==> config.mk <==
export PLATFORM = sky130hd
export DESIGN_NAME = led_breathing_pwm_sequencer
export DESIGN_NICKNAME = d
export VERILOG_FILES = /design/src/sv/lbps_pkg.sv /design/src/sv/led_breathing_pwm_sequencer.sv /design/src/sv/lbps_div.sv /design/src/sv/lbps_sine_rom.sv /design/src/sv/lbps_datapath.sv /design/src/sv/lbps_ctrl.sv
export SDC_FILE = /design/constraint.sdc
export NUM_CORES = 1
export LEC_CHECK = 0
export BUFFER_PORTS_ARGS = -buffer_cell sky130_fd_sc_hd__buf_2
export CAP_MARGIN = 20
export CORE_UTILIZATION = 50
export DETAILED_ROUTE_END_ITERATION = 10
export PLACE_DENSITY_LB_ADDON = 0.3
export SLEW_MARGIN = 20
export SYNTH_ARGS = -nofsm -noshare
export SYNTH_HDL_FRONTEND = slang
export SYNTH_HIERARCHICAL = 1
export SYNTH_SLANG_ARGS = --single-unit
==> constraint.sdc <==
create_clock -name clk -period 5.1 [get_ports clk]
set_input_delay 0.255 -clock clk [delete_from_list [all_inputs] [get_ports clk]]
set_output_delay 0.255 -clock clk [all_outputs]
set_load 0.03 [all_outputs]
==> src/sv/lbps_pkg.sv <==
// ============================================================================
// LED breathing PWM sequencer package
// Shared constants, codes and the command/status types that join the
// controller and the datapath.
// ============================================================================
package lbps_pkg;

    localparam int unsigned DEF_SINE_TABLE_DEPTH = 1024;
    localparam int unsigned DEF_DUTY_MAX         = 4095;

    localparam int unsigned NOW_W      = 32;
    localparam int unsigned PERIOD_W   = 16;
    localparam int unsigned INTERVAL_W = 16;
    localparam int unsigned PHASE_W    = 32;
    localparam int unsigned OP_W       = 2;
    localparam int unsigned MODE_W     = 3;

    localparam int unsigned FADE_STEP    = 50;
    localparam int unsigned RESET_PERIOD = 100;

    localparam logic [PHASE_W:0]   PHASE_FULL       = {1'b1, {PHASE_W{1'b0}}};
    localparam logic [PHASE_W-1:0] RESET_PHASE_STEP = PHASE_W'(PHASE_FULL / RESET_PERIOD);

    localparam logic [63:0] HALF_PI_Q62 = 64'h6487ED5110B4611A;

    typedef enum logic [OP_W-1:0] {
        OP_TICK       = 2'd0,
        OP_SET_LEVEL  = 2'd1,
        OP_START_SINE = 2'd2,
        OP_START_FADE = 2'd3
    } op_t;

    typedef enum logic [MODE_W-1:0] {
        MODE_OFF       = 3'd0,
        MODE_ON        = 3'd1,
        MODE_FADE_UP   = 3'd2,
        MODE_FADE_DOWN = 3'd3,
        MODE_SINE      = 3'd4
    } mode_t;

    typedef enum logic [2:0] {
        ST_IDLE,
        ST_DECODE,
        ST_DIV,
        ST_SINE_ADDR,
        ST_SINE_DUTY,
        ST_OUTPUT
    } state_t;

    typedef struct packed {
        logic capture;
        logic exec;
        logic div_start;
        logic sine_set;
        logic sine_phase;
        logic sine_addr;
        logic sine_duty;
        logic out_load;
    } cmd_t;

    typedef struct packed {
        op_t  op;
        logic mode_sine;
        logic div_done;
        logic out_free;
    } status_t;

endpackage

==> src/sv/led_breathing_pwm_sequencer.sv <==
// ============================================================================
// LED breathing PWM sequencer
// Off / on / triangle fade / sine duty sequencer producing one result per
// request on a stream interface, with a fade interval register.
// ============================================================================
// Usage:
//   Requests enter on the s_ group: s_tuser carries the operation (tick update,
//   set level, start sine, start fade), s_tdata the tick count, level and sine
//   period. Every request yields exactly one result on the m_ group: duty and
//   mode in m_tdata, the write flag in m_tuser.
//   The fade interval is written on the cfg_ channel, which is always ready;
//   write it only while no request is in progress.
//   From acceptance to m_tvalid, a tick in off, on or fade mode and set
//   level / start fade pass through the decode and output states; a sine
//   tick adds the phase update, table fold and registered table read; start
//   sine waits for the 33-step radix-2 divider that forms the phase step.
//   One request is worked at a time; s_tready returns the cycle after the
//   result is loaded into the output register, so a new request can be taken
//   also while a result still waits on m_tready.
//   A stalled receiver holds the output register and the controller waits
//   with the next finished result.
//   Reset: mode off, level 0, phase 0, phase step 2^32/100, interval 0.
// ============================================================================
module led_breathing_pwm_sequencer
#(
    parameter int unsigned SINE_TABLE_DEPTH = lbps_pkg::DEF_SINE_TABLE_DEPTH,
    parameter int unsigned DUTY_MAX         = lbps_pkg::DEF_DUTY_MAX
)
(
    input  logic                                    clk,
    input  logic                                    rst_n,
    input  logic                                    s_tvalid,
    output logic                                    s_tready,
    // now_ticks, duty_value, sine_period, zero pad
    input  logic [((lbps_pkg::NOW_W + $clog2(DUTY_MAX+1) + lbps_pkg::PERIOD_W + 7) / 8) * 8 - 1:0]
                                                    s_tdata,
    // operation
    input  logic [lbps_pkg::OP_W-1:0]               s_tuser,
    output logic                                    m_tvalid,
    input  logic                                    m_tready,
    // pwm_duty, mode_now, zero pad
    output logic [(($clog2(DUTY_MAX+1) + lbps_pkg::MODE_W + 7) / 8) * 8 - 1:0]
                                                    m_tdata,
    // pwm_written
    output logic [0:0]                              m_tuser,
    input  logic                                    cfg_valid,
    output logic                                    cfg_ready,
    input  logic [lbps_pkg::INTERVAL_W-1:0]         cfg_data
);

    localparam int unsigned DUTY_W      = $clog2(DUTY_MAX + 1);
    localparam int unsigned NOW_W       = lbps_pkg::NOW_W;
    localparam int unsigned PERIOD_W    = lbps_pkg::PERIOD_W;
    localparam int unsigned OUT_W       = DUTY_W + lbps_pkg::MODE_W;
    localparam int unsigned OUT_TDATA_W = ((OUT_W + 7) / 8) * 8;

    lbps_pkg::cmd_t         cmd;
    lbps_pkg::status_t      status;
    logic [DUTY_W-1:0]      out_duty;
    logic                   out_written;
    lbps_pkg::mode_t        out_mode;

    assign cfg_ready = 1'b1;

    lbps_ctrl u_ctrl
    (
        .clk      (clk),
        .rst_n    (rst_n),
        .in_valid (s_tvalid),
        .in_ready (s_tready),
        .status   (status),
        .cmd      (cmd)
    );

    lbps_datapath
    #(
        .SINE_TABLE_DEPTH (SINE_TABLE_DEPTH),
        .DUTY_MAX         (DUTY_MAX)
    )
    u_datapath
    (
        .clk         (clk),
        .rst_n       (rst_n),
        .cmd         (cmd),
        .status      (status),
        .cfg_we      (cfg_valid && cfg_ready),
        .cfg_data    (cfg_data),
        .in_op       (lbps_pkg::op_t'(s_tuser)),
        .in_now      (s_tdata[NOW_W-1:0]),
        .in_duty     (s_tdata[NOW_W+DUTY_W-1:NOW_W]),
        .in_period   (s_tdata[NOW_W+DUTY_W+PERIOD_W-1:NOW_W+DUTY_W]),
        .out_valid   (m_tvalid),
        .out_ready   (m_tready),
        .out_duty    (out_duty),
        .out_written (out_written),
        .out_mode    (out_mode)
    );

    assign m_tdata = OUT_TDATA_W'({out_mode, out_duty});
    assign m_tuser = out_written;

    a_one_in_flight: assert property (@(posedge clk) disable iff (!rst_n)
        s_tvalid && s_tready |=> !s_tready)
        else $error("request accepted while another is in progress");

    a_no_write_zero: assert property (@(posedge clk) disable iff (!rst_n)
        m_tvalid && !m_tuser[0] |-> m_tdata[DUTY_W-1:0] == '0)
        else $error("duty nonzero on a result without a write");

    a_mode_range: assert property (@(posedge clk) disable iff (!rst_n)
        m_tvalid |-> m_tdata[OUT_W-1:DUTY_W] <= lbps_pkg::MODE_W'(lbps_pkg::MODE_SINE))
        else $error("result mode out of range");

    a_div_for_sine: assert property (@(posedge clk) disable iff (!rst_n)
        status.div_done |-> status.op == lbps_pkg::OP_START_SINE)
        else $error("divider finished outside a start sine request");

endmodule

==> src/sv/lbps_div.sv <==
// ============================================================================
// Phase step divider
// Restoring radix-2 divider that forms floor(2^32 / divisor), one quotient
// bit per cycle, saturated to 32 bits.
// ============================================================================
module lbps_div
(
    input  logic                                clk,
    input  logic                                rst_n,
    input  logic                                start,
    input  logic [lbps_pkg::PERIOD_W-1:0]       divisor,
    output logic                                done,
    output logic [lbps_pkg::PHASE_W-1:0]        quotient
);

    localparam int unsigned NUM_W = lbps_pkg::PHASE_W + 1;
    localparam int unsigned REM_W = lbps_pkg::PERIOD_W + 1;
    localparam int unsigned CNT_W = $clog2(NUM_W + 1);

    logic [NUM_W-1:0]               num_reg, num_next;
    logic [NUM_W-1:0]               quo_reg, quo_next;
    logic [REM_W-1:0]               rem_reg, rem_next;
    logic [lbps_pkg::PERIOD_W-1:0]  div_reg, div_next;
    logic [CNT_W-1:0]               cnt_reg, cnt_next;
    logic                           busy_reg, busy_next;
    logic                           done_reg, done_next;
    logic [REM_W-1:0]               trial;

    always_comb
    begin
        num_next  = num_reg;
        quo_next  = quo_reg;
        rem_next  = rem_reg;
        div_next  = div_reg;
        cnt_next  = cnt_reg;
        busy_next = busy_reg;
        done_next = 1'b0;
        trial     = {rem_reg[REM_W-2:0], num_reg[NUM_W-1]};
        if (start)
        begin
            num_next  = lbps_pkg::PHASE_FULL;
            quo_next  = '0;
            rem_next  = '0;
            div_next  = divisor;
            cnt_next  = CNT_W'(NUM_W);
            busy_next = 1'b1;
        end
        else if (busy_reg)
        begin
            num_next = {num_reg[NUM_W-2:0], 1'b0};
            if (trial >= {1'b0, div_reg})
            begin
                rem_next = trial - {1'b0, div_reg};
                quo_next = {quo_reg[NUM_W-2:0], 1'b1};
            end
            else
            begin
                rem_next = trial;
                quo_next = {quo_reg[NUM_W-2:0], 1'b0};
            end
            cnt_next = cnt_reg - 1'b1;
            if (cnt_reg == CNT_W'(1))
            begin
                busy_next = 1'b0;
                done_next = 1'b1;
            end
        end
    end

    always_ff @(posedge clk or negedge rst_n)
    begin
        if (!rst_n)
        begin
            busy_reg <= 1'b0;
            done_reg <= 1'b0;
            cnt_reg  <= '0;
        end
        else
        begin
            busy_reg <= busy_next;
            done_reg <= done_next;
            cnt_reg  <= cnt_next;
        end
    end

    always_ff @(posedge clk)
    begin
        num_reg <= num_next;
        quo_reg <= quo_next;
        rem_reg <= rem_next;
        div_reg <= div_next;
    end

    assign done     = done_reg;
    assign quotient = quo_reg[NUM_W-1] ? '1 : quo_reg[NUM_W-2:0];

endmodule

==> src/sv/lbps_sine_rom.sv <==
// ============================================================================
// Quarter-wave sine table
// Constant table of floor(H*sin) magnitudes with an inexact flag for the
// first quadrant, built at elaboration in Q62 fixed point; registered read.
// ============================================================================
module lbps_sine_rom
#(
    parameter int unsigned SINE_TABLE_DEPTH = lbps_pkg::DEF_SINE_TABLE_DEPTH,
    parameter int unsigned DUTY_MAX         = lbps_pkg::DEF_DUTY_MAX
)
(
    input  logic                                        clk,
    input  logic                                        rd_en,
    input  logic [$clog2(SINE_TABLE_DEPTH/4)-1:0]       rd_addr,
    output logic [$clog2(DUTY_MAX+1):0]                 rd_data
);

    localparam int unsigned DUTY_W  = $clog2(DUTY_MAX + 1);
    localparam int unsigned QUARTER = SINE_TABLE_DEPTH / 4;
    localparam int unsigned HALF    = DUTY_MAX / 2;
    localparam logic [63:0] Q_STEP  = lbps_pkg::HALF_PI_Q62 / SINE_TABLE_DEPTH;
    localparam logic [63:0] R_STEP  = lbps_pkg::HALF_PI_Q62 % SINE_TABLE_DEPTH;

    function automatic logic [63:0] mul_q62(input logic [63:0] a, input logic [63:0] b);
        logic [127:0] p;
        p = {64'b0, a} * {64'b0, b};
        return p[125:62];
    endfunction

    function automatic logic [63:0] sine_q62(input logic [63:0] x);
        logic [63:0] x2;
        logic [63:0] term;
        logic [63:0] pos;
        logic [63:0] neg;
        x2   = mul_q62(x, x);
        term = x;
        pos  = x;
        neg  = '0;
        for (int n = 1; n <= 12; n++)
        begin
            term = mul_q62(term, x2) / 64'((2 * n) * (2 * n + 1));
            if ((n & 1) != 0)
                neg = neg + term;
            else
                pos = pos + term;
        end
        return pos - neg;
    endfunction

    function automatic logic [DUTY_W:0] rom_entry(input int unsigned k);
        logic [63:0]  a;
        logic [63:0]  x;
        logic [63:0]  s;
        logic [127:0] p;
        a = 64'(4 * k);
        x = Q_STEP * a + (R_STEP * a) / SINE_TABLE_DEPTH;
        if (k == 0)
            s = '0;
        else
            s = sine_q62(x);
        p = {64'b0, s} * 128'(HALF);
        return {p[61:0] != 62'b0, p[62+DUTY_W-1:62]};
    endfunction

    logic [DUTY_W:0] table_w [QUARTER];
    logic [DUTY_W:0] data_reg;

    for (genvar g = 0; g < QUARTER; g++)
    begin : g_table
        localparam logic [DUTY_W:0] ENTRY = rom_entry(g);
        assign table_w[g] = ENTRY;
    end

    always_ff @(posedge clk)
    begin
        if (rd_en)
            data_reg <= table_w[rd_addr];
    end

    assign rd_data = data_reg;

endmodule

==> src/sv/lbps_datapath.sv <==
// ============================================================================
// LED breathing PWM datapath
// Request capture, mode/level/timing state, fade and sine updates, phase
// step divider, sine table fold and the output register.
// ============================================================================
module lbps_datapath
#(
    parameter int unsigned SINE_TABLE_DEPTH = lbps_pkg::DEF_SINE_TABLE_DEPTH,
    parameter int unsigned DUTY_MAX         = lbps_pkg::DEF_DUTY_MAX
)
(
    input  logic                                    clk,
    input  logic                                    rst_n,
    input  lbps_pkg::cmd_t                          cmd,
    output lbps_pkg::status_t                       status,
    input  logic                                    cfg_we,
    input  logic [lbps_pkg::INTERVAL_W-1:0]         cfg_data,
    input  lbps_pkg::op_t                           in_op,
    input  logic [lbps_pkg::NOW_W-1:0]              in_now,
    input  logic [$clog2(DUTY_MAX+1)-1:0]           in_duty,
    input  logic [lbps_pkg::PERIOD_W-1:0]           in_period,
    output logic                                    out_valid,
    input  logic                                    out_ready,
    output logic [$clog2(DUTY_MAX+1)-1:0]           out_duty,
    output logic                                    out_written,
    output lbps_pkg::mode_t                         out_mode
);

    localparam int unsigned DUTY_W  = $clog2(DUTY_MAX + 1);
    localparam int unsigned IDX_W   = $clog2(SINE_TABLE_DEPTH);
    localparam int unsigned QUARTER = SINE_TABLE_DEPTH / 4;
    localparam int unsigned QA_W    = $clog2(QUARTER);
    localparam int unsigned FW      = IDX_W + 1;
    localparam int unsigned PROD_W  = lbps_pkg::PHASE_W + IDX_W + 1;
    localparam int unsigned NOW_W   = lbps_pkg::NOW_W;
    localparam int unsigned PHASE_W = lbps_pkg::PHASE_W;
    localparam logic [DUTY_W-1:0] DUTY_TOP  = DUTY_W'(DUTY_MAX);
    localparam logic [DUTY_W-1:0] DUTY_HALF = DUTY_W'(DUTY_MAX / 2);
    localparam logic [DUTY_W-1:0] STEP      = DUTY_W'(lbps_pkg::FADE_STEP);

    lbps_pkg::op_t                      op_reg;
    logic [NOW_W-1:0]                   now_reg;
    logic [DUTY_W-1:0]                  dv_reg;
    logic [lbps_pkg::PERIOD_W-1:0]      per_reg;

    lbps_pkg::mode_t                    mode_reg, mode_next;
    logic [DUTY_W-1:0]                  level_reg, level_next;
    logic [NOW_W-1:0]                   last_reg, last_next;
    logic [PHASE_W-1:0]                 phase_reg, phase_next;
    logic [PHASE_W-1:0]                 step_reg, step_next;
    logic [lbps_pkg::INTERVAL_W-1:0]    interval_reg;

    logic [IDX_W-1:0]                   idx_reg, idx_next;
    logic                               neg_reg, neg_next;
    logic                               top_reg, top_next;
    logic [DUTY_W-1:0]                  res_duty_reg, res_duty_next;
    logic                               res_wr_reg, res_wr_next;

    logic                               out_valid_reg, out_valid_next;
    logic [DUTY_W-1:0]                  out_duty_reg;
    logic                               out_wr_reg;
    lbps_pkg::mode_t                    out_mode_reg;

    logic                               div_done;
    logic [PHASE_W-1:0]                 div_quotient;
    logic [lbps_pkg::PERIOD_W-1:0]      divisor;

    logic [QA_W-1:0]                    rom_addr;
    logic [DUTY_W:0]                    rom_data;

    logic [NOW_W-1:0]                   elapsed;
    logic [NOW_W-1:0]                   interval_ext;
    logic [DUTY_W:0]                    up_sum;
    logic [PHASE_W:0]                   phase_sum;
    logic [PHASE_W-1:0]                 phase_new;
    logic [PROD_W-1:0]                  idx_prod;
    logic [FW-1:0]                      fold_i;
    logic [FW-1:0]                      fold_k;
    logic                               fold_neg;
    logic [DUTY_W-1:0]                  mag;
    logic [DUTY_W-1:0]                  inexact;

    assign divisor = (per_reg == '0) ? lbps_pkg::PERIOD_W'(1) : per_reg;

    lbps_div u_div
    (
        .clk      (clk),
        .rst_n    (rst_n),
        .start    (cmd.div_start),
        .divisor  (divisor),
        .done     (div_done),
        .quotient (div_quotient)
    );

    lbps_sine_rom
    #(
        .SINE_TABLE_DEPTH (SINE_TABLE_DEPTH),
        .DUTY_MAX         (DUTY_MAX)
    )
    u_rom
    (
        .clk     (clk),
        .rd_en   (cmd.sine_addr),
        .rd_addr (rom_addr),
        .rd_data (rom_data)
    );

    assign elapsed      = now_reg - last_reg;
    assign interval_ext = NOW_W'(interval_reg);
    assign up_sum       = {1'b0, level_reg} + {1'b0, STEP};
    assign phase_sum    = {1'b0, phase_reg} + {1'b0, step_reg};
    assign phase_new    = phase_sum[PHASE_W] ? '0 : phase_sum[PHASE_W-1:0];
    assign idx_prod     = PROD_W'(phase_new) * PROD_W'(SINE_TABLE_DEPTH);

    always_comb
    begin
        fold_i = {1'b0, idx_reg};
        if (fold_i <= FW'(QUARTER))
        begin
            fold_k   = fold_i;
            fold_neg = 1'b0;
        end
        else if (fold_i <= FW'(2 * QUARTER))
        begin
            fold_k   = FW'(2 * QUARTER) - fold_i;
            fold_neg = 1'b0;
        end
        else if (fold_i <= FW'(3 * QUARTER))
        begin
            fold_k   = fold_i - FW'(2 * QUARTER);
            fold_neg = 1'b1;
        end
        else
        begin
            fold_k   = FW'(4 * QUARTER) - fold_i;
            fold_neg = 1'b1;
        end
    end

    assign top_next = (fold_k == FW'(QUARTER));
    assign neg_next = fold_neg;
    assign rom_addr = top_next ? '0 : fold_k[QA_W-1:0];
    assign idx_next = idx_prod[PHASE_W+IDX_W-1:PHASE_W];

    assign mag     = top_reg ? DUTY_HALF : rom_data[DUTY_W-1:0];
    assign inexact = top_reg ? '0 : DUTY_W'(rom_data[DUTY_W]);

    always_comb
    begin
        mode_next     = mode_reg;
        level_next    = level_reg;
        last_next     = last_reg;
        phase_next    = phase_reg;
        step_next     = step_reg;
        res_duty_next = res_duty_reg;
        res_wr_next   = res_wr_reg;
        if (cmd.exec)
        begin
            res_duty_next = '0;
            res_wr_next   = 1'b0;
            unique case (op_reg)
                lbps_pkg::OP_SET_LEVEL:
                begin
                    mode_next  = lbps_pkg::MODE_ON;
                    level_next = (dv_reg > DUTY_TOP) ? DUTY_TOP : dv_reg;
                end
                lbps_pkg::OP_START_FADE:
                begin
                    mode_next = lbps_pkg::MODE_FADE_UP;
                    last_next = now_reg;
                end
                lbps_pkg::OP_START_SINE:
                begin
                    mode_next = mode_reg;
                end
                lbps_pkg::OP_TICK:
                begin
                    case (mode_reg)
                        lbps_pkg::MODE_OFF:
                        begin
                            res_wr_next = 1'b1;
                        end
                        lbps_pkg::MODE_ON:
                        begin
                            res_duty_next = level_reg;
                            res_wr_next   = 1'b1;
                        end
                        lbps_pkg::MODE_FADE_UP:
                        begin
                            if (elapsed >= interval_ext)
                            begin
                                if (up_sum >= {1'b0, DUTY_TOP})
                                begin
                                    level_next    = DUTY_TOP;
                                    mode_next     = lbps_pkg::MODE_FADE_DOWN;
                                    res_duty_next = DUTY_TOP;
                                end
                                else
                                begin
                                    level_next    = up_sum[DUTY_W-1:0];
                                    res_duty_next = up_sum[DUTY_W-1:0];
                                end
                                res_wr_next = 1'b1;
                                last_next   = now_reg;
                            end
                        end
                        lbps_pkg::MODE_FADE_DOWN:
                        begin
                            if (elapsed > interval_ext)
                            begin
                                if (level_reg <= STEP)
                                begin
                                    level_next    = '0;
                                    mode_next     = lbps_pkg::MODE_FADE_UP;
                                    res_duty_next = '0;
                                end
                                else
                                begin
                                    level_next    = level_reg - STEP;
                                    res_duty_next = level_reg - STEP;
                                end
                                res_wr_next = 1'b1;
                                last_next   = now_reg;
                            end
                        end
                        default:
                        begin
                            res_wr_next = 1'b0;
                        end
                    endcase
                end
                default:
                begin
                    res_wr_next = 1'b0;
                end
            endcase
        end
        else if (cmd.sine_set)
        begin
            step_next     = div_quotient;
            mode_next     = lbps_pkg::MODE_SINE;
            last_next     = now_reg;
            res_duty_next = '0;
            res_wr_next   = 1'b0;
        end
        else if (cmd.sine_phase)
        begin
            phase_next = phase_new;
            last_next  = now_reg;
        end
        else if (cmd.sine_duty)
        begin
            res_duty_next = neg_reg ? (DUTY_HALF - mag - inexact) : (DUTY_HALF + mag);
            res_wr_next   = 1'b1;
        end
    end

    always_comb
    begin
        out_valid_next = out_valid_reg;
        if (cmd.out_load)
            out_valid_next = 1'b1;
        else if (out_ready)
            out_valid_next = 1'b0;
    end

    always_ff @(posedge clk or negedge rst_n)
    begin
        if (!rst_n)
        begin
            mode_reg      <= lbps_pkg::MODE_OFF;
            level_reg     <= '0;
            last_reg      <= '0;
            phase_reg     <= '0;
            step_reg      <= lbps_pkg::RESET_PHASE_STEP;
            interval_reg  <= '0;
            out_valid_reg <= 1'b0;
        end
        else
        begin
            mode_reg      <= mode_next;
            level_reg     <= level_next;
            last_reg      <= last_next;
            phase_reg     <= phase_next;
            step_reg      <= step_next;
            out_valid_reg <= out_valid_next;
            if (cfg_we)
                interval_reg <= cfg_data;
        end
    end

    always_ff @(posedge clk)
    begin
        if (cmd.capture)
        begin
            op_reg  <= in_op;
            now_reg <= in_now;
            dv_reg  <= in_duty;
            per_reg <= in_period;
        end
        if (cmd.sine_phase)
            idx_reg <= idx_next;
        if (cmd.sine_addr)
        begin
            neg_reg <= neg_next;
            top_reg <= top_next;
        end
        res_duty_reg <= res_duty_next;
        res_wr_reg   <= res_wr_next;
        if (cmd.out_load)
        begin
            out_duty_reg <= res_duty_reg;
            out_wr_reg   <= res_wr_reg;
            out_mode_reg <= mode_reg;
        end
    end

    assign status.op        = op_reg;
    assign status.mode_sine = (mode_reg == lbps_pkg::MODE_SINE);
    assign status.div_done  = div_done;
    assign status.out_free  = !out_valid_reg || out_ready;

    assign out_valid   = out_valid_reg;
    assign out_duty    = out_duty_reg;
    assign out_written = out_wr_reg;
    assign out_mode    = out_mode_reg;

endmodule

==> src/sv/lbps_ctrl.sv <==
// ============================================================================
// LED breathing PWM controller
// Sequencing state machine: accept a request, run the update or command,
// wait for the divider or the sine table, then hand the result over.
// ============================================================================
module lbps_ctrl
(
    input  logic                clk,
    input  logic                rst_n,
    input  logic                in_valid,
    output logic                in_ready,
    input  lbps_pkg::status_t   status,
    output lbps_pkg::cmd_t      cmd
);

    lbps_pkg::state_t state_reg, state_next;

    always_ff @(posedge clk or negedge rst_n)
    begin
        if (!rst_n)
            state_reg <= lbps_pkg::ST_IDLE;
        else
            state_reg <= state_next;
    end

    always_comb
    begin
        state_next = state_reg;
        cmd        = '0;
        in_ready   = 1'b0;
        unique case (state_reg)
            lbps_pkg::ST_IDLE:
            begin
                in_ready = 1'b1;
                if (in_valid)
                begin
                    cmd.capture = 1'b1;
                    state_next  = lbps_pkg::ST_DECODE;
                end
            end
            lbps_pkg::ST_DECODE:
            begin
                priority if (status.op == lbps_pkg::OP_START_SINE)
                begin
                    cmd.div_start = 1'b1;
                    state_next    = lbps_pkg::ST_DIV;
                end
                else if (status.op == lbps_pkg::OP_TICK && status.mode_sine)
                begin
                    cmd.sine_phase = 1'b1;
                    state_next     = lbps_pkg::ST_SINE_ADDR;
                end
                else
                begin
                    cmd.exec   = 1'b1;
                    state_next = lbps_pkg::ST_OUTPUT;
                end
            end
            lbps_pkg::ST_DIV:
            begin
                if (status.div_done)
                begin
                    cmd.sine_set = 1'b1;
                    state_next   = lbps_pkg::ST_OUTPUT;
                end
            end
            lbps_pkg::ST_SINE_ADDR:
            begin
                cmd.sine_addr = 1'b1;
                state_next    = lbps_pkg::ST_SINE_DUTY;
            end
            lbps_pkg::ST_SINE_DUTY:
            begin
                cmd.sine_duty = 1'b1;
                state_next    = lbps_pkg::ST_OUTPUT;
            end
            lbps_pkg::ST_OUTPUT:
            begin
                if (status.out_free)
                begin
                    cmd.out_load = 1'b1;
                    state_next   = lbps_pkg::ST_IDLE;
                end
            end
            default:
            begin
                state_next = lbps_pkg::ST_IDLE;
            end
        endcase
    end

endmodule

After elaboration in Yosys (flattened, before gate mapping)
Memories as Yosys holds them, arrays and structs flattened. A register that Yosys moved wholly into a read port is not among the register bits.
Cells that the tools add are included.
Storage, ports and cells
  memories kept: 1
  output and inout port bits: 20
  ROM bits: 3328
  register bits: 308
  logic and storage cells: 183
Memory list
  (no name shown): depth 256, width 13, rd ports 1, clocked after Yosys merged registers in 1, write ports 0, line lbps_sine_rom.sv:77  | data_reg <= table_w[rd_addr];
Operators by class
  add/sub/neg operators: 12
  mux-type cells: 82
  eq/ne operators: 28
  reduce and logical (&&, ||, !) cells: 21
  $lt $le $gt $ge: 9
  bitwise operators: 3
Operators with widths (number)
  two-way mux 32 bit: 7
  two-way mux 12 bit: 14
  case mux 32 bit (2 select lines): 2
  case mux 12 bit (2 select lines): 2
  case mux 12 bit (3 select lines): 1
  adder 32 x 32 -> 33 bit: 1
  two-way mux 1 bit: 33
  two-way mux 11 bit: 3
  two-way mux 3 bit: 11
  greater-or-equal comparator 32 x 16 -> 1 bit: 1
  > comparator 32 x 16 -> 1 bit: 1
  subtractor 32 bit: 1
  less-or-equal comparator 10 bit (second input constant): 2
  case mux 3 bit (6 select lines): 1
  greater-or-equal comparator 17 x 16 -> 1 bit: 1
  logical NOT 16 bit: 1
  two-way mux 16 bit: 1
  != test 4 x 3 -> 1 bit (second input constant): 4
  subtractor 16 bit: 1
  adder 12 x 6 -> 13 bit (second input constant): 1
  greater-or-equal comparator 13 x 12 -> 1 bit (second input constant): 1
  adder 11 x 12 -> 12 bit (first input constant): 1
  equality test 3 x 2 -> 1 bit (second input constant): 4
  > comparator 12 bit (second input constant): 1
  other kinds (40): 59

Logic depth before layout (Yosys ltp)
  depth after elaboration: 8
  depth in mapped cells: 22
  depth with buffers taken out: 22

Hierarchy
Netlist, hierarchy kept.
Modules (own cells, without submodules)
  lbps_datapath: area an instance 14589.0 µm², cells an instance 1476, sequential area each 6311.1 µm², instances 1
  lbps_div: area an instance 3882.5 µm², cells an instance 396, sequential area each 1681.6 µm², instances 1
  lbps_sine_rom: area an instance 3083.0 µm², cells an instance 455, sequential area each 360.3 µm², instances 1
  lbps_ctrl: area an instance 296.5 µm², cells an instance 34, sequential area each 75.1 µm², instances 1
  led_breathing_pwm_sequencer: area an instance 22.5 µm², cells an instance 4, sequential area each 0.0 µm², instances 1

Worst setup path before layout
OpenSTA, ideal clock, no wires.
  path kind: register -> register
  start point: reg u_datapath.last_reg[1]
  end point: reg u_datapath.last_reg[23]
  data arrival time: 4505 ps
  clock period less this slack: 4633 ps
  buffers on the path: 1
  required time: 4973 ps
  cell stages (with the launch flop): 23
  setup slack: 467 ps
  path through: dfrtp_1 -> inv_1 -> ha_1 -> nor2b_1 -> o31a_1 -> o21ai_0 -> nand2b_1 -> a21oi_1 -> o21bai_1 -> a21oi_1 -> xnor2_1 -> ha_1 -> a21o_1 -> a21o_1 -> a21oi_1 -> o32ai_1 -> a2111oi_0 -> nand2_1 -> nor3_2 -> o221ai_2 -> a21oi_4 -> buf_6 -> mux2_1
On the way
  cells in the longest elaborated chain, start to end: 4
  elaborated cells between the ends (all ways): 6
Ends and longest elaborated chain
  start, declared: line lbps_datapath.sv:48  | logic [NOW_W-1:0] last_reg, last_next;
  start signal, assigned: line lbps_datapath.sv:283  | last_reg <= last_next;
  subtractor 32 bit (*): line lbps_datapath.sv:108  | assign elapsed = now_reg - last_reg;
  > comparator 32 x 16 -> 1 bit / greater-or-equal comparator 32 x 16 -> 1 bit (equally long branches): line lbps_datapath.sv:209, lbps_datapath.sv:190
  != test 4 x 3 -> 1 bit (no source line)
  AND reduction 5 bit (no source line) (*)
Every way passes the cells marked *; elsewhere a longest branch is shown, timed or not.
A chain may end at the register's enable or synchronous reset.

Worst setup path after layout
  start point: reg u_datapath.last_reg[1]
  end point: reg u_datapath.last_reg[31]
Same word-level chain as after synthesis.

==> flow_summary.ini <==
[synthesis]
yosys_register_bits = 320
ys_top_cells_by_area = edfxtp_1, dfrtp_1, ha_1, dfxtp_1, nor2_1
yosys.area.top_type_share_pct = 17.98
synth_area_um2 = 21870
syn_nets = 2598
synth_cell_types = 105
ys_seq_area_share_pct = 38.53
yosys.area.top_type = edfxtp_1
synth_ff_type = edfxtp_1
async_flop_share_pct = 43.44
netlist_instances = 2365
yosys_warnings = 6
syn_avg_cell_area_um2 = 9.249
synth-edff-count = 131

[routing]
via_per_inst = 6.029
num_vias = 18564
dr_wl_met2_mm = 26.38
drtPass1Iterations = 6
m1WireLength_mm = 25.54
drtIter0Drc = 1849
wl_mm = 56.85
routedWlPerCell_um = 18.46
top_layer_used = met4
dr_wl_met3_mm = 3.694
drtAntennaViolNets = 0
route.detailed.drc = 0

[grt]
grtUsageTotal_pct = 25.15
grt_pass1_vias = 17745
grt.overflow.total = 0
grt_pass1_wl_mm = 91.37
grt_max_degree = 94
antenna_found_initial = 1

[timing]
hold_viol = 0
max_freq_mhz = 204.3
clock-skew-final_ns = 0.02682
finalSetupViolCount = 0
drv_slew = 0
period_needed_ns = 4.894
tightest_slew_ns = 1.095
hold_ws_ns = 0.2035
slew-limit-headroom_pct = 26.99
fin_crit_sh_pct = 95.96

[power]
combPwrFrac_pct = 45.3
p_per_area_nw_per_um2 = 489.1
p_sw_mw = 4.845
p_int_mw = 7.366
clockPowerShare_pct = 22.3
leakage_nw = 10.93
ir_drop_uv = 376.6
p_seq_share_pct = 32.4
p_sw_share_pct = 39.68

[placement]
place_hpwl_mm = 39.52
place_congestion = 0.9712
io_buffers = 100
place_area_um2 = 22730

[job]
maxCapViolations = 0

[final_layout]
nNetsFinal = 2699
seqCellArea_um2 = 8429
largest_reg_flops = 33
insertedDiodeCount = 0
num-fill-cells = 3686
drive_gt1_share_pct = 14.68
area_delta_synth_final_pct = 14.15
stdcell_area_um2 = 24970
multi_input_area_um2 = 12330

[cts]
clock-sinks = 320
clkLatencyLatePin_ns = 0.55
clk_pin_slew_ns = 0.06
cts_buffers = 36
cts.path.max_buffers = 3
root_buffer = clkbuf_16
cts_tree = built
cts_max_level = 2

[worst_setup_path]
arrival_ns = 5.31
cp.required_ns = 5.52
crit_type = reg2reg
endpoint_kind = flop
r2r-start = u_datapath/last_reg[1]
critPathLaunchType = flop
reg2reg_to = u_datapath/last_reg[31]
path_cells = inv_2, ha_4, nor2b_4, o31a_1, o21ai_2, nand2b_1, a21oi_2, o21bai_1, a21oi_1, xnor2_1, ha_1, a21o_1, a21o_1, a21oi_2, o32ai_2, a2111oi_2, buf_4, nand2b_4, nor3b_4, o221ai_2, a21oi_4, clkbuf_16, buf_12, mux2_4
r2r_setup_slack_ns = 0.21
r2r_cells = 24
cp_max_fo = 8
cp_slowest_cell = dfrtp_1
max_stage_delay_ns = 0.41

[die]
die_y_um = 211.2
die_w_um = 211.2
rows = 76
design.core.area_um2 = 43080
initial_core_util_pct = 50.78
ios = 107
dieArea_um2 = 44590

[hold_path]
min_from = cfg_valid
whs_path_depth = 3
min_path_type = in2reg
hold_end = u_datapath/interval_reg[12]

[outcome]
status = complete, no violations
[what timing repair did]
action,4_1_cts,5_1_grt
buffers inserted,0,6
pin swaps,0,15
hold buffers,79,0
endpoints found under the setup margin,30,58
resized for setup,1,33
endpoints found under the hold margin,166,0
cloned,0,1
[how the worst max path moves through the flow]
stage,from,cells past startpoint,slack (ns),end
floorplan,u_datapath/last_reg[1],22,0.47,u_datapath/last_reg[23]
global placement,u_datapath/last_reg[1],23,0.19,u_datapath/last_reg[2]
detailed placement,u_datapath/last_reg[1],23,0.08,u_datapath/last_reg[30]
CTS,u_datapath/last_reg[1],23,0.007,u_datapath/last_reg[0]
global route,u_datapath/last_reg[1],24,-0.01,u_datapath/last_reg[28]
finish,u_datapath/last_reg[1],24,0.21,u_datapath/last_reg[31]
[power groups by stage]
stage	logic (mW)	clock network (mW)	registers [mW]
3_3_place_gp	5.02	0	3.97
6_report	5.53	2.72	3.96
2_1_floorplan	4.10	0	3.81
3_5_place_dp	5.16	0	3.99
5_1_grt	6.08	2.88	4.04
4_1_cts	5.25	2.78	3.95
[layout by cell type, fill, tap and decap left out, types with 43 or more instances in the layout]
cell / count
inv_1: 134
nand3_1: 46
edfxtp_1: 131
dlygate4sd3_1: 79
or2_2: 43
dfrtp_1: 126
buf_2: 99
a21oi_1: 146
mux2i_1: 60
nor3_1: 43
nand2_1: 174
dfxtp_1: 50
nor2_1: 211
xnor2_1: 59
o21ai_0: 126
mux2_2: 44
ha_1: 141
[cell type report]
class | instances | share of cell area [%]
multi-input cells | 1750 | 49.37
flip-flops and latches | 320 | 33.76
repair buffers | 221 | 6.911
clock buffers | 44 | 3.854
well taps | 585 | 2.932
inverters | 137 | 2.060
clock inverters | 22 | 1.118
[cells by family (layout without fill, tap and decap cells)]
logic type / count (synthesis) / count (layout) / share of synthesized area [%]
flip-flops: 320 / 320 / 38.53
adder cells (fa/ha/maj): 146 / 146 / 8.489
other: 3 / 3 / 0.05148
AND/OR/NAND/NOR: 701 / 701 / 15.67
AO/OA/AOI/OAI: 661 / 661 / 20.20
buffers and inverters: 295 / 424 / 6.052
XOR/XNOR: 101 / 101 / 4.044
multiplexers: 138 / 138 / 6.967
[cell usage after synthesis, drive strengths merged, types with 9 or more instances]
cell,instances
or2,45
nand2b,39
edfxtp,131
ha,142
a22o,21
nor3,45
and2,11
o21ai,143
buf,61
a221oi,11
o21bai,17
a31oi,38
nor2b,27
a21oi,153
o211ai,30
nor2,212
o31ai,14
inv,137
dfxtp,50
dfstp,12
a311oi,13
xnor2,60
dfrtp,127
a21o,39
mux2i,60
clkbuf,96
xor2,41
o21a,16
nand2,176
and3,13
o22ai,20
o221ai,12
nand4,24
a2111oi,9
mux2,74
nand3,46
or3,12
a211oi,45
nor4,15
[stage by stage]
step                      total power [mW]  util [%]  setup slack, ns  TNS [ns]  instances
after floorplan                      7.917         -           0.4672         0       2365
after global placement               8.983     52.76           0.1909         0       2927
after detailed placement             9.149     52.76          0.07587         0       2927
after CTS                            11.97     57.48         0.007316         0       3072
after global routing                 13.00     57.96        -0.009825  -0.06708       3079
final                                12.21     57.96           0.2061         0       3079
[layer usage]
metal / global-route usage [%] / vias to the layer above
met2: 40.49 / 670
met4: 6.922 / 0
met5: 0 / -
met3: 3.449 / 98
met1: 35.35 / 8973
li1: - / 8823
[critical path: cells and delay by family, from the launching register on]
kind,cells,cell delay (ns)
muxes,1,0.30
AOI/OAI and AO/OA,12,2.28
xor gates and xnor gates,1,0.17
DFF,1,0.41
buffers and inverters,4,0.60
adders and majority gates,2,0.49
and+or+nand+nor,4,0.53
Note: power is estimated with default switching activity, not from simulation.
